File: src/rtl/ssf_pkg.sv
// Shared types, constants and selection helpers for the shortest-seek-first scheduler.
// No dependencies; every other file imports this package.
package ssf_pkg;

   localparam int TrackW = 8;
   localparam int SlotOutW = 6;
   localparam int DistW = 9;
   localparam int GroupLanes = 8;
   localparam int MaxRequestsDef = 32;
   localparam int NumTracks = 256;
   localparam int TrackTopInt = (NumTracks - 1 > 255) ? 255 : NumTracks - 1;
   localparam logic [TrackW-1:0] TrackTop = TrackW'(TrackTopInt);
   localparam logic [DistW-1:0] NoDistance = DistW'(NumTracks + 2);

   typedef struct packed {
      logic              command;
      logic [TrackW-1:0] position;
   } req_type;

   typedef struct packed {
      logic [TrackW-1:0]   served_position;
      logic [SlotOutW-1:0] request_slot;
      logic                last_served;
   } rsp_type;

   typedef struct packed {
      logic [DistW-1:0]  seek_dist;
      logic [2:0]        lidx;
      logic [TrackW-1:0] pos;
   } cand_type;

   typedef enum logic [1:0] {
      StIdle,
      StGroup,
      StPick
   } state_type;

   typedef struct packed {
      logic load;
      logic start;
      logic group;
      logic pick;
   } ctrl_cmd_type;

   typedef struct packed {
      logic count_zero;
      logic last_pick;
   } ctrl_status_type;

   // Index of the smallest distance among eight; the higher index wins a tie.
   function automatic logic [2:0] argmin8(input cand_type [7:0] c);
      logic [DistW-1:0] d1 [4];
      logic [2:0]       s1 [4];
      logic [DistW-1:0] d2 [2];
      logic [2:0]       s2 [2];
      logic [2:0]       sel;
      for (int i = 0; i < 4; i++) begin
         if (c[2*i+1].seek_dist <= c[2*i].seek_dist) begin
            d1[i] = c[2*i+1].seek_dist;
            s1[i] = 3'(2*i+1);
         end else begin
            d1[i] = c[2*i].seek_dist;
            s1[i] = 3'(2*i);
         end
      end
      for (int i = 0; i < 2; i++) begin
         if (d1[2*i+1] <= d1[2*i]) begin
            d2[i] = d1[2*i+1];
            s2[i] = s1[2*i+1];
         end else begin
            d2[i] = d1[2*i];
            s2[i] = s1[2*i];
         end
      end
      if (d2[1] <= d2[0]) begin
         sel = s2[1];
      end else begin
         sel = s2[0];
      end
      return sel;
   endfunction

endpackage

File: src/rtl/ssf_ctrl.sv
// Sequencer for the shortest-seek-first scheduler: loads, start and the select loop.
// Depends on ssf_pkg; drives ssf_datapath through command and status structs.
module ssf_ctrl
   import ssf_pkg::*;
(
   input  logic            clock,
   input  logic            reset,
   input  logic            start,
   input  logic            command,
   input  ctrl_status_type status,
   output ctrl_cmd_type    cmd,
   output logic            busy
);

   state_type state_ff;
   state_type state_in;

   always_ff @(posedge clock) begin
      if (reset) begin
         state_ff <= StIdle;
      end else begin
         state_ff <= state_in;
      end
   end

   always_comb begin
      state_in = state_ff;
      cmd = '0;
      case (state_ff)
         StIdle: begin
            if (start) begin
               if (command) begin
                  cmd.start = 1'b1;
                  if (!status.count_zero) begin
                     state_in = StGroup;
                  end
               end else begin
                  cmd.load = 1'b1;
               end
            end
         end
         StGroup: begin
            cmd.group = 1'b1;
            state_in = StPick;
         end
         StPick: begin
            cmd.pick = 1'b1;
            state_in = status.last_pick ? StIdle : StGroup;
         end
         default: begin
            state_in = StIdle;
         end
      endcase
   end

   assign busy = (state_ff != StIdle);

`ifndef SYNTHESIS
   a_busy_has_work: assert property (@(posedge clock) disable iff (reset)
      busy |-> !status.count_zero)
      else $error("scheduler busy with an empty table");

   a_pick_after_group: assert property (@(posedge clock) disable iff (reset)
      cmd.pick |-> $past(cmd.group))
      else $error("pick without a preceding group pass");

   a_last_ends_batch: assert property (@(posedge clock) disable iff (reset)
      (cmd.pick && status.last_pick) |=> !busy)
      else $error("batch did not end after the last pick");
`endif

endmodule

File: src/rtl/ssf_datapath.sv
// Request table, served flags, head register, two-level distance argmin and result register.
// Depends on ssf_pkg; controlled by ssf_ctrl.
module ssf_datapath
   import ssf_pkg::*;
#(
   parameter int MAX_REQUESTS = MaxRequestsDef
)(
   input  logic              clock,
   input  logic              reset,
   input  ctrl_cmd_type      cmd,
   input  logic [TrackW-1:0] req_position,
   output ctrl_status_type   status,
   output logic              rsp_strobe,
   output rsp_type           rsp_data
);

   localparam int CntW = $clog2(MAX_REQUESTS + 1);
   localparam int NumGroups = (MAX_REQUESTS + GroupLanes - 1) / GroupLanes;

   logic [TrackW-1:0] store_ff [MAX_REQUESTS];
   logic [MAX_REQUESTS-1:0] served_ff;
   logic [CntW-1:0] count_ff;
   logic [CntW-1:0] rem_ff;
   logic [TrackW-1:0] head_ff;
   logic rsp_strobe_ff;
   rsp_type rsp_data_ff;

   logic [TrackW-1:0] pos_clamped;
   logic load_ok;
   logic finish;
   cand_type [7:0][7:0] lane_c;
   cand_type [7:0] grp_c;
   logic [2:0] gsel;
   cand_type win;
   logic [SlotOutW-1:0] win_slot;

   assign pos_clamped = (req_position > TrackTop) ? TrackTop : req_position;
   assign load_ok = cmd.load && (count_ff != CntW'(MAX_REQUESTS));
   assign status.count_zero = (count_ff == '0);
   assign status.last_pick = (rem_ff == CntW'(1));
   assign finish = cmd.pick && status.last_pick;

   // Distance of every pending lane to the head; empty or served lanes never win.
   for (genvar g = 0; g < 64; g++) begin : g_lane
      if (g < MAX_REQUESTS) begin : g_real
         logic pending;
         assign pending = (count_ff > CntW'(g)) && !served_ff[g];
         assign lane_c[g/8][g%8].seek_dist = !pending ? NoDistance :
            (store_ff[g] >= head_ff) ? DistW'(store_ff[g] - head_ff)
                                     : DistW'(head_ff - store_ff[g]);
         assign lane_c[g/8][g%8].lidx = '0;
         assign lane_c[g/8][g%8].pos = store_ff[g];
      end else begin : g_pad
         assign lane_c[g/8][g%8] = '{seek_dist: NoDistance, lidx: '0, pos: '0};
      end
   end

   // First level: best lane of each group of eight, registered.
   for (genvar g = 0; g < 8; g++) begin : g_group
      if (g < NumGroups) begin : g_real
         cand_type grp_ff;
         cand_type grp_in;
         logic [2:0] lsel;
         always_comb begin
            lsel = argmin8(lane_c[g]);
            grp_in = lane_c[g][lsel];
            grp_in.lidx = lsel;
         end
         always_ff @(posedge clock) begin
            if (cmd.group) begin
               grp_ff <= grp_in;
            end
         end
         assign grp_c[g] = grp_ff;
      end else begin : g_pad
         assign grp_c[g] = '{seek_dist: NoDistance, lidx: '0, pos: '0};
      end
   end

   // Second level: best group, then slot = group and lane within it.
   assign gsel = argmin8(grp_c);
   assign win = grp_c[gsel];
   assign win_slot = {gsel, win.lidx};

   always_ff @(posedge clock) begin
      for (int i = 0; i < MAX_REQUESTS; i++) begin
         if (load_ok && (count_ff == CntW'(i))) begin
            store_ff[i] <= pos_clamped;
         end
      end
   end

   always_ff @(posedge clock) begin
      if (reset) begin
         served_ff <= '0;
         count_ff <= '0;
         rem_ff <= '0;
         head_ff <= '0;
         rsp_strobe_ff <= 1'b0;
      end else begin
         rsp_strobe_ff <= cmd.pick;
         if (finish) begin
            served_ff <= '0;
            count_ff <= '0;
         end else begin
            for (int i = 0; i < MAX_REQUESTS; i++) begin
               if (load_ok && (count_ff == CntW'(i))) begin
                  served_ff[i] <= 1'b0;
               end
               if (cmd.pick && (win_slot == SlotOutW'(i))) begin
                  served_ff[i] <= 1'b1;
               end
            end
            if (load_ok) begin
               count_ff <= count_ff + CntW'(1);
            end
         end
         if (cmd.start) begin
            head_ff <= pos_clamped;
            rem_ff <= count_ff;
         end else if (cmd.pick) begin
            head_ff <= win.pos;
            rem_ff <= rem_ff - CntW'(1);
         end
      end
   end

   always_ff @(posedge clock) begin
      if (cmd.pick) begin
         rsp_data_ff.served_position <= win.pos;
         rsp_data_ff.request_slot <= win_slot;
         rsp_data_ff.last_served <= status.last_pick;
      end
   end

   assign rsp_strobe = rsp_strobe_ff;
   assign rsp_data = rsp_data_ff;

`ifndef SYNTHESIS
   a_strobe_from_pick: assert property (@(posedge clock) disable iff (reset)
      rsp_strobe_ff |-> $past(cmd.pick))
      else $error("result strobe without a pick");

   a_pick_has_winner: assert property (@(posedge clock) disable iff (reset)
      cmd.pick |-> (win.seek_dist != NoDistance))
      else $error("pick found no pending request");

   a_last_clears_table: assert property (@(posedge clock) disable iff (reset)
      (rsp_strobe_ff && rsp_data_ff.last_served) |-> (count_ff == '0))
      else $error("table not cleared after the last result");
`endif

endmodule

File: src/rtl/shortest_seek_first_scheduler.sv
// Shortest-seek-first scheduler: a load stays in idle and busy stays low.
// A start with N stored requests holds busy for N rounds (group argmin, then final pick);
// each pick registers one result onto the ports, so the results follow one per round.
// A start on an empty table only takes the head and gives no result; results cannot stall.
// Synchronous reset empties the table, clears the served flags and sets the head to zero.
module shortest_seek_first_scheduler
   import ssf_pkg::*;
#(
   parameter int MAX_REQUESTS = MaxRequestsDef
)(
   input  logic    clock,
   input  logic    reset,
   input  logic    start,
   output logic    busy,
   input  req_type req_data,
   output logic    rsp_strobe,
   output rsp_type rsp_data
);

   ctrl_cmd_type    cmd;
   ctrl_status_type status;

   ssf_ctrl u_ctrl (
      .clock   (clock),
      .reset   (reset),
      .start   (start),
      .command (req_data.command),
      .status  (status),
      .cmd     (cmd),
      .busy    (busy)
   );

   ssf_datapath #(
      .MAX_REQUESTS (MAX_REQUESTS)
   ) u_datapath (
      .clock        (clock),
      .reset        (reset),
      .cmd          (cmd),
      .req_position (req_data.position),
      .status       (status),
      .rsp_strobe   (rsp_strobe),
      .rsp_data     (rsp_data)
   );

endmodule
File: config.mk
export PLATFORM = sky130hd
export DESIGN_NAME = shortest_seek_first_scheduler
export DESIGN_NICKNAME = d
export VERILOG_FILES = /design/src/rtl/ssf_pkg.sv /design/src/rtl/ssf_ctrl.sv /design/src/rtl/ssf_datapath.sv /design/src/rtl/shortest_seek_first_scheduler.sv
export SDC_FILE = /design/constraint.sdc
export NUM_CORES = 2
export LEC_CHECK = 0
export BUFFER_PORTS_ARGS = -buffer_cell sky130_fd_sc_hd__buf_2
export CELL_PAD_IN_SITES_DETAIL_PLACEMENT = 1
export CELL_PAD_IN_SITES_GLOBAL_PLACEMENT = 1
export CORE_UTILIZATION = 40
export DETAILED_ROUTE_END_ITERATION = 6
export GPL_ROUTABILITY_DRIVEN = 0
export GPL_TIMING_DRIVEN = 0
export PLACE_DENSITY = 0.67
export REMOVE_ABC_BUFFERS = 1
export SLEW_MARGIN = 20
export SYNTH_ARGS = -nofsm -noshare
export SYNTH_HDL_FRONTEND = slang
export SYNTH_HIERARCHICAL = 1
export SYNTH_SLANG_ARGS = --single-unit
File: constraint.sdc
create_clock -name clock -period 23.6 [get_ports clock]
set_clock_uncertainty 0.2 [all_clocks]
set_input_delay 1.18 -clock clock [delete_from_list [all_inputs] [get_ports clock]]
set_output_delay 1.18 -clock clock [all_outputs]
set_load 0.01 [all_outputs]
# After elaboration in Yosys (flattened, before gate mapping)
# Memories as Yosys holds them, arrays and structs flattened.
# Index checks and enable logic that the tools add are counted.
# Widths: inputs -> output; s select.
# totals
wordCells	860
memories	1
mem_bits_rw	256
in_bits	12
out_inout_bits	17
register_bits	150
# op_classes
n_lt_le_gt_ge	102
n_eq_ne	69
n_reduce_logical	200
mux	370
add_sub_neg	66
# memory_table
memory	depth	word_bits	rd	rd_clocked_by_memory_dff	write_ports	line_no	text
u_datapath.store_ff	32	8	32	0	1	ssf_datapath.sv:20	logic [TrackW-1:0] store_ff [MAX_REQUESTS];
# op_table
op	count
$mux 9	91
$sub 8x8->9	64
$bmux 20 s3	5
$le 9x9->1	31
$mux 8	34
$ge 8x8->1	32
$reduce_or 8->1	31
$eq 6x5->1 const B	32
$mux 1	182
$mux 5	31
$logic_and 1x1->1	98
$eq 6x4->1 const B	16
$gt 6x5->1 const B	16
$mux 20	4
$reduce_bool 2->1	34
$eq 6x3->1 const B	8
$gt 6x4->1 const B	8
$logic_not 1->1	32
$eq 6x2->1 const B	4
$gt 6x3->1 const B	4
$mux 2	12
$mux 3	7
$lt 3x4->1 const B	5
$eq 6x1->1 const B	3
17 further kinds	23

# Logic depth before layout (Yosys ltp)
# depth
ltp_word	39
depth_mapped	54
depth_no_buf	50

# By module
# The synthesis kept the hierarchy.
# modules_own_cells
mod	cells_each	area_per_inst_um2	instances
ssf_datapath	6147	51528.2	1
ssf_ctrl	12	126.4	1

# Least setup slack after synthesis
# OpenSTA, ideal clock, no wires.
# synth_path
path_kind	flip-flop to flip-flop
from	register u_datapath.head_ff[1]
to	register u_datapath/g_group[3].g_real.grp_ff[13] (netlist bit) (data pin)
t_arrival_ps	14292
path_slack_ps	8849
n_path_buf	5
period_less_slack_ps	14751
setup_ps	260
stages_incl_launch_ff	53
required_time_ps	23140
path_cell_list	dfxtp_1 > inv_1 > ha_1 > nor2b_1 > o21ai_0 > a31oi_1 > nor2_1 > mux2_2 > a21oi_1 > o21a_1 > o21ai_0 > a221o_1 > nand2_1 > inv_1 > ha_1 > and4_1 > and2_1 > nand3_1 > [17 not listed] > clkbuf_1 > mux2i_1 > ha_1 > nor2b_1 > o21a_1 > o21a_1 > o21ai_0 > a21oi_1 > o2111ai_1 > nand2_1 > inv_2 > a21oi_1 > a221oi_4 > buf_6 > buf_6 > a21o_1 > nand3_1 > mux2_2
# synth_lines
item	line_no	text
start: declaration	ssf_datapath.sv:24	logic [TrackW-1:0] head_ff;
start signal: assignment	ssf_datapath.sv:119	head_ff <= pos_clamped;
start signal: assignment	ssf_datapath.sv:122	head_ff <= win.pos;
end signal: assignment	ssf_datapath.sv:71	grp_ff <= grp_in;
end: declaration	ssf_datapath.sv:61	cand_type grp_ff;

==> flow_summary.json <==
{
  "path_class": "flop to flop",
  "rsz0062_at_grt": "no",
  "die_area_mm2": 0.1306,
  "initial_core_util_pct": 40.40,
  "ys.flop_type": "edfxtp_1",
  "top_layer": "met4",
  "remaining_drc_errors": 0,
  "slew_headroom_pct": 17.51,
  "clockRootBuffer": "clkbuf_16",
  "power.total_mw": 2.624,
  "clock_sinks": 406,
  "antenna_found_initial": 7,
  "async_flop_share_pct": 0,
  "max_clock_freq_ghz": 0.06910,
  "die_h_um": 361.4,
  "vias": 48670,
  "rows": 131,
  "final_cells": 7804,
  "routed_wl_um": 210500,
  "maxCapViolCount": 0,
  "hold_violations": 0,
  "synth_top_area_share_pct": 20.40,
  "finalCritPeriodShare_pct": 61.32,
  "setup-violations-final": 0,
  "critical_path_buf_inv_count": 5,
  "netlist_instances": 6159,
  "cts_resized": 0,
  "slew_viol_final": 0,
  "pin_count": 29,
  "die_w_um": 361.4,
  "wl_met3_um": 11210,
  "cp-start-kind": "flop",
  "port_buffers": 28,
  "crit_top_cell": "o21a_1",
  "clk_latency_ns": 0.66,
  "critPathMaxFanout": 51,
  "leakage_nw": 24.39,
  "antenna_left": 0,
  "ys_ff_latch": 406,
  "routed_via_density": 6.237,
  "drt-met1-wl_um": 95230,
  "drt_iter0_drc": 4048,
  "cts_tree": "yes",
  "reg2reg_from": "u_datapath/head_ff[1]$_SDFFE_PP0P_",
  "path_clk_slew_ns": 0.06,
  "grtUsageTotal_pct": 31.26,
  "tightest_slew_ns": 1.233,
  "cts_inserted_buffers": 52,
  "synth.distinct_cells": 115,
  "cp-end-kind": "flop",
  "peakVddDrop_mv": 0.05089,
  "status": "finished, final reports clean",
  "cp.arrival_ns": 14.62,
  "drive_gt1_share_pct": 7.003,
  "syn_avg_cell_area_um2": 8.387,
  "synth_area_leaders": "edfxtp_1, ha_1, mux2i_1, a21oi_1, inv_1",
  "synth-edff-count": 351,
  "nets": 6938,
  "areaGrowthSynthToFinish_pct": 9.008,
  "yosysTopAreaCell": "edfxtp_1",
  "grt_pass1_vias": 48910,
  "dr.pass1.iters": 5,
  "critPathRequiredTime_ns": 23.74,
  "route.detailed.wl_per_inst_um": 26.97,
  "seq_area_frac_synth_pct": 22.54,
  "cpLargestDelayFamily": "compound AO/OA/AOI/OAI gates",
  "syn_area_mm2": 0.05165,
  "cts_hold_buf": 0,
  "yosysMostFrequentCell": "ha_1",
  "hold_class": "flop to flop",
  "startpoint": "u_datapath/head_ff[1]$_SDFFE_PP0P_",
  "dpl.hpwl_um": 159300,
  "tns_ns": 0,
  "nFillCells": 15160,
  "grt_start_max_net_pins": 64,
  "p_per_area_mw_per_mm2": 46.60,
  "synth.cells.most_frequent": "ha_1, inv_1, nand2_1",
  "coreArea_mm2": 0.1278,
  "critPathMaxStageDelay_ns": 0.83,
  "cts_max_level": 2,
  "grt-ovfl-total": 0,
  "cts_setup_buffers": 0,
  "ys_warn_count": 6,
  "grt_pass1_wl_um": 312100,
  "cp_slowest_cell": "nand2_1",
  "period_needed_ns": 14.47,
  "dp.cells": 7704,
  "met2_wirelength_um": 96730,
  "worstHoldStart": "u_datapath/served_ff[6]$_SDFFE_PP0P_",
  "clk_path_buf_depth": 3
}
## placed cells by master (no fill, tap or decap), types with 89 or more instances in the layout
cell type / n
o21ai_0: 335
nand3_1: 195
o211ai_1: 97
a21o_1: 164
o21a_1: 137
edfxtp_1: 351
mux2i_1: 294
ha_1: 765
a21oi_1: 462
xnor2_1: 89
nand2_1: 503
nor2b_1: 105
nor2_1: 491
inv_1: 539
mux2_2: 91
## per-layer routing
layer	GRT usage (%)	vias to the layer above
met3	2.885	355
met1	42.66	24480
met5	0	-
met4	10.16	0
met2	51.73	1405
li1	-	22430
## final cells by class
| type | instances | area, um2 | area share [%] |
|---|---|---|---|
| Antenna cell | 2 | 5.005 | 0.008888 |
| Sequential cell | 406 | 11670 | 20.73 |
| Clock buffer | 64 | 1398 | 2.482 |
| Clock inverter | 33 | 494.2 | 0.8777 |
| Timing Repair Buffer | 85 | 1260 | 2.238 |
| Inverter | 553 | 2103 | 3.735 |
| Tap cell | 1662 | 2079 | 3.693 |
| Multi-Input combinational cell | 4999 | 37300 | 66.24 |
## report_power, final
group / switching, mW / leakage, nW / internal [mW] / total [mW]
clock network: 0.356 / 0.915 / 0.552 / 0.908
logic: 0.603 / 19.9 / 0.294 / 0.897
registers: 0.0151 / 3.58 / 0.803 / 0.818
## sequential cells by signal, indices dropped and copies added (netlist names)
signal,count
u_datapath/g_group.g_real.grp_ff,80
u_datapath/count_ff,6
u_datapath/store_ff,256
u_datapath/head_ff,8
u_datapath/served_ff,32
u_datapath/rsp_strobe,1
u_datapath/rsp_data,15
u_datapath/rem_ff,6
u_ctrl/state_ff,2
## metrics by stage
step / instance area [um2] / utilization, % / hold WS, ns / worst slack [ns]
finish: 56310 / 44.04 / 0.2905 / 9.128
global route: 56300 / 44.04 / 0.3176 / 8.482
CTS: 56270 / 44.01 / 0.2843 / 9.381
detailed placement: 54370 / 42.53 / 0.2762 / 9.463
global placement: 53010 / 41.47 / 0.2626 / -6.915
floorplan: 50800 / - / 0.2471 / 4.819
## final timing paths
kind | to | slack [ns] | depth (start not counted)
setup / recovery | u_datapath/g_group[2].g_real.grp_ff[14]$_DFFE_PP_ | 9.13 | 46
setup reg to reg | u_datapath/g_group[2].g_real.grp_ff[14]$_DFFE_PP_ | 9.13 | 46
hold reg to reg | u_datapath/served_ff[6]$_SDFFE_PP0P_ | 0.29 | 2
hold / removal | u_datapath/served_ff[6]$_SDFFE_PP0P_ | 0.29 | 2
## logic make-up after synthesis
logic type / share of synthesized area (%)
multiplexers: 7.843
AO/OA/AOI/OAI: 23.42
XOR/XNOR: 2.289
buffers and inverters: 5.683
adder cells (fa/ha/maj): 21.18
AND/OR/NAND/NOR: 17.04
flip-flops: 22.54
## worst reg2reg max path, delay by kind of cell, from the launching register on
family,cells,cell delay [ns]
xor+xnor,1,0.15
fa+ha+maj,4,1.55
flops,1,0.72
buf+inv,5,1.68
compound gates,25,6.64
simple gates,9,2.50
mux,2,0.72
(Power assumes the default switching activity.)
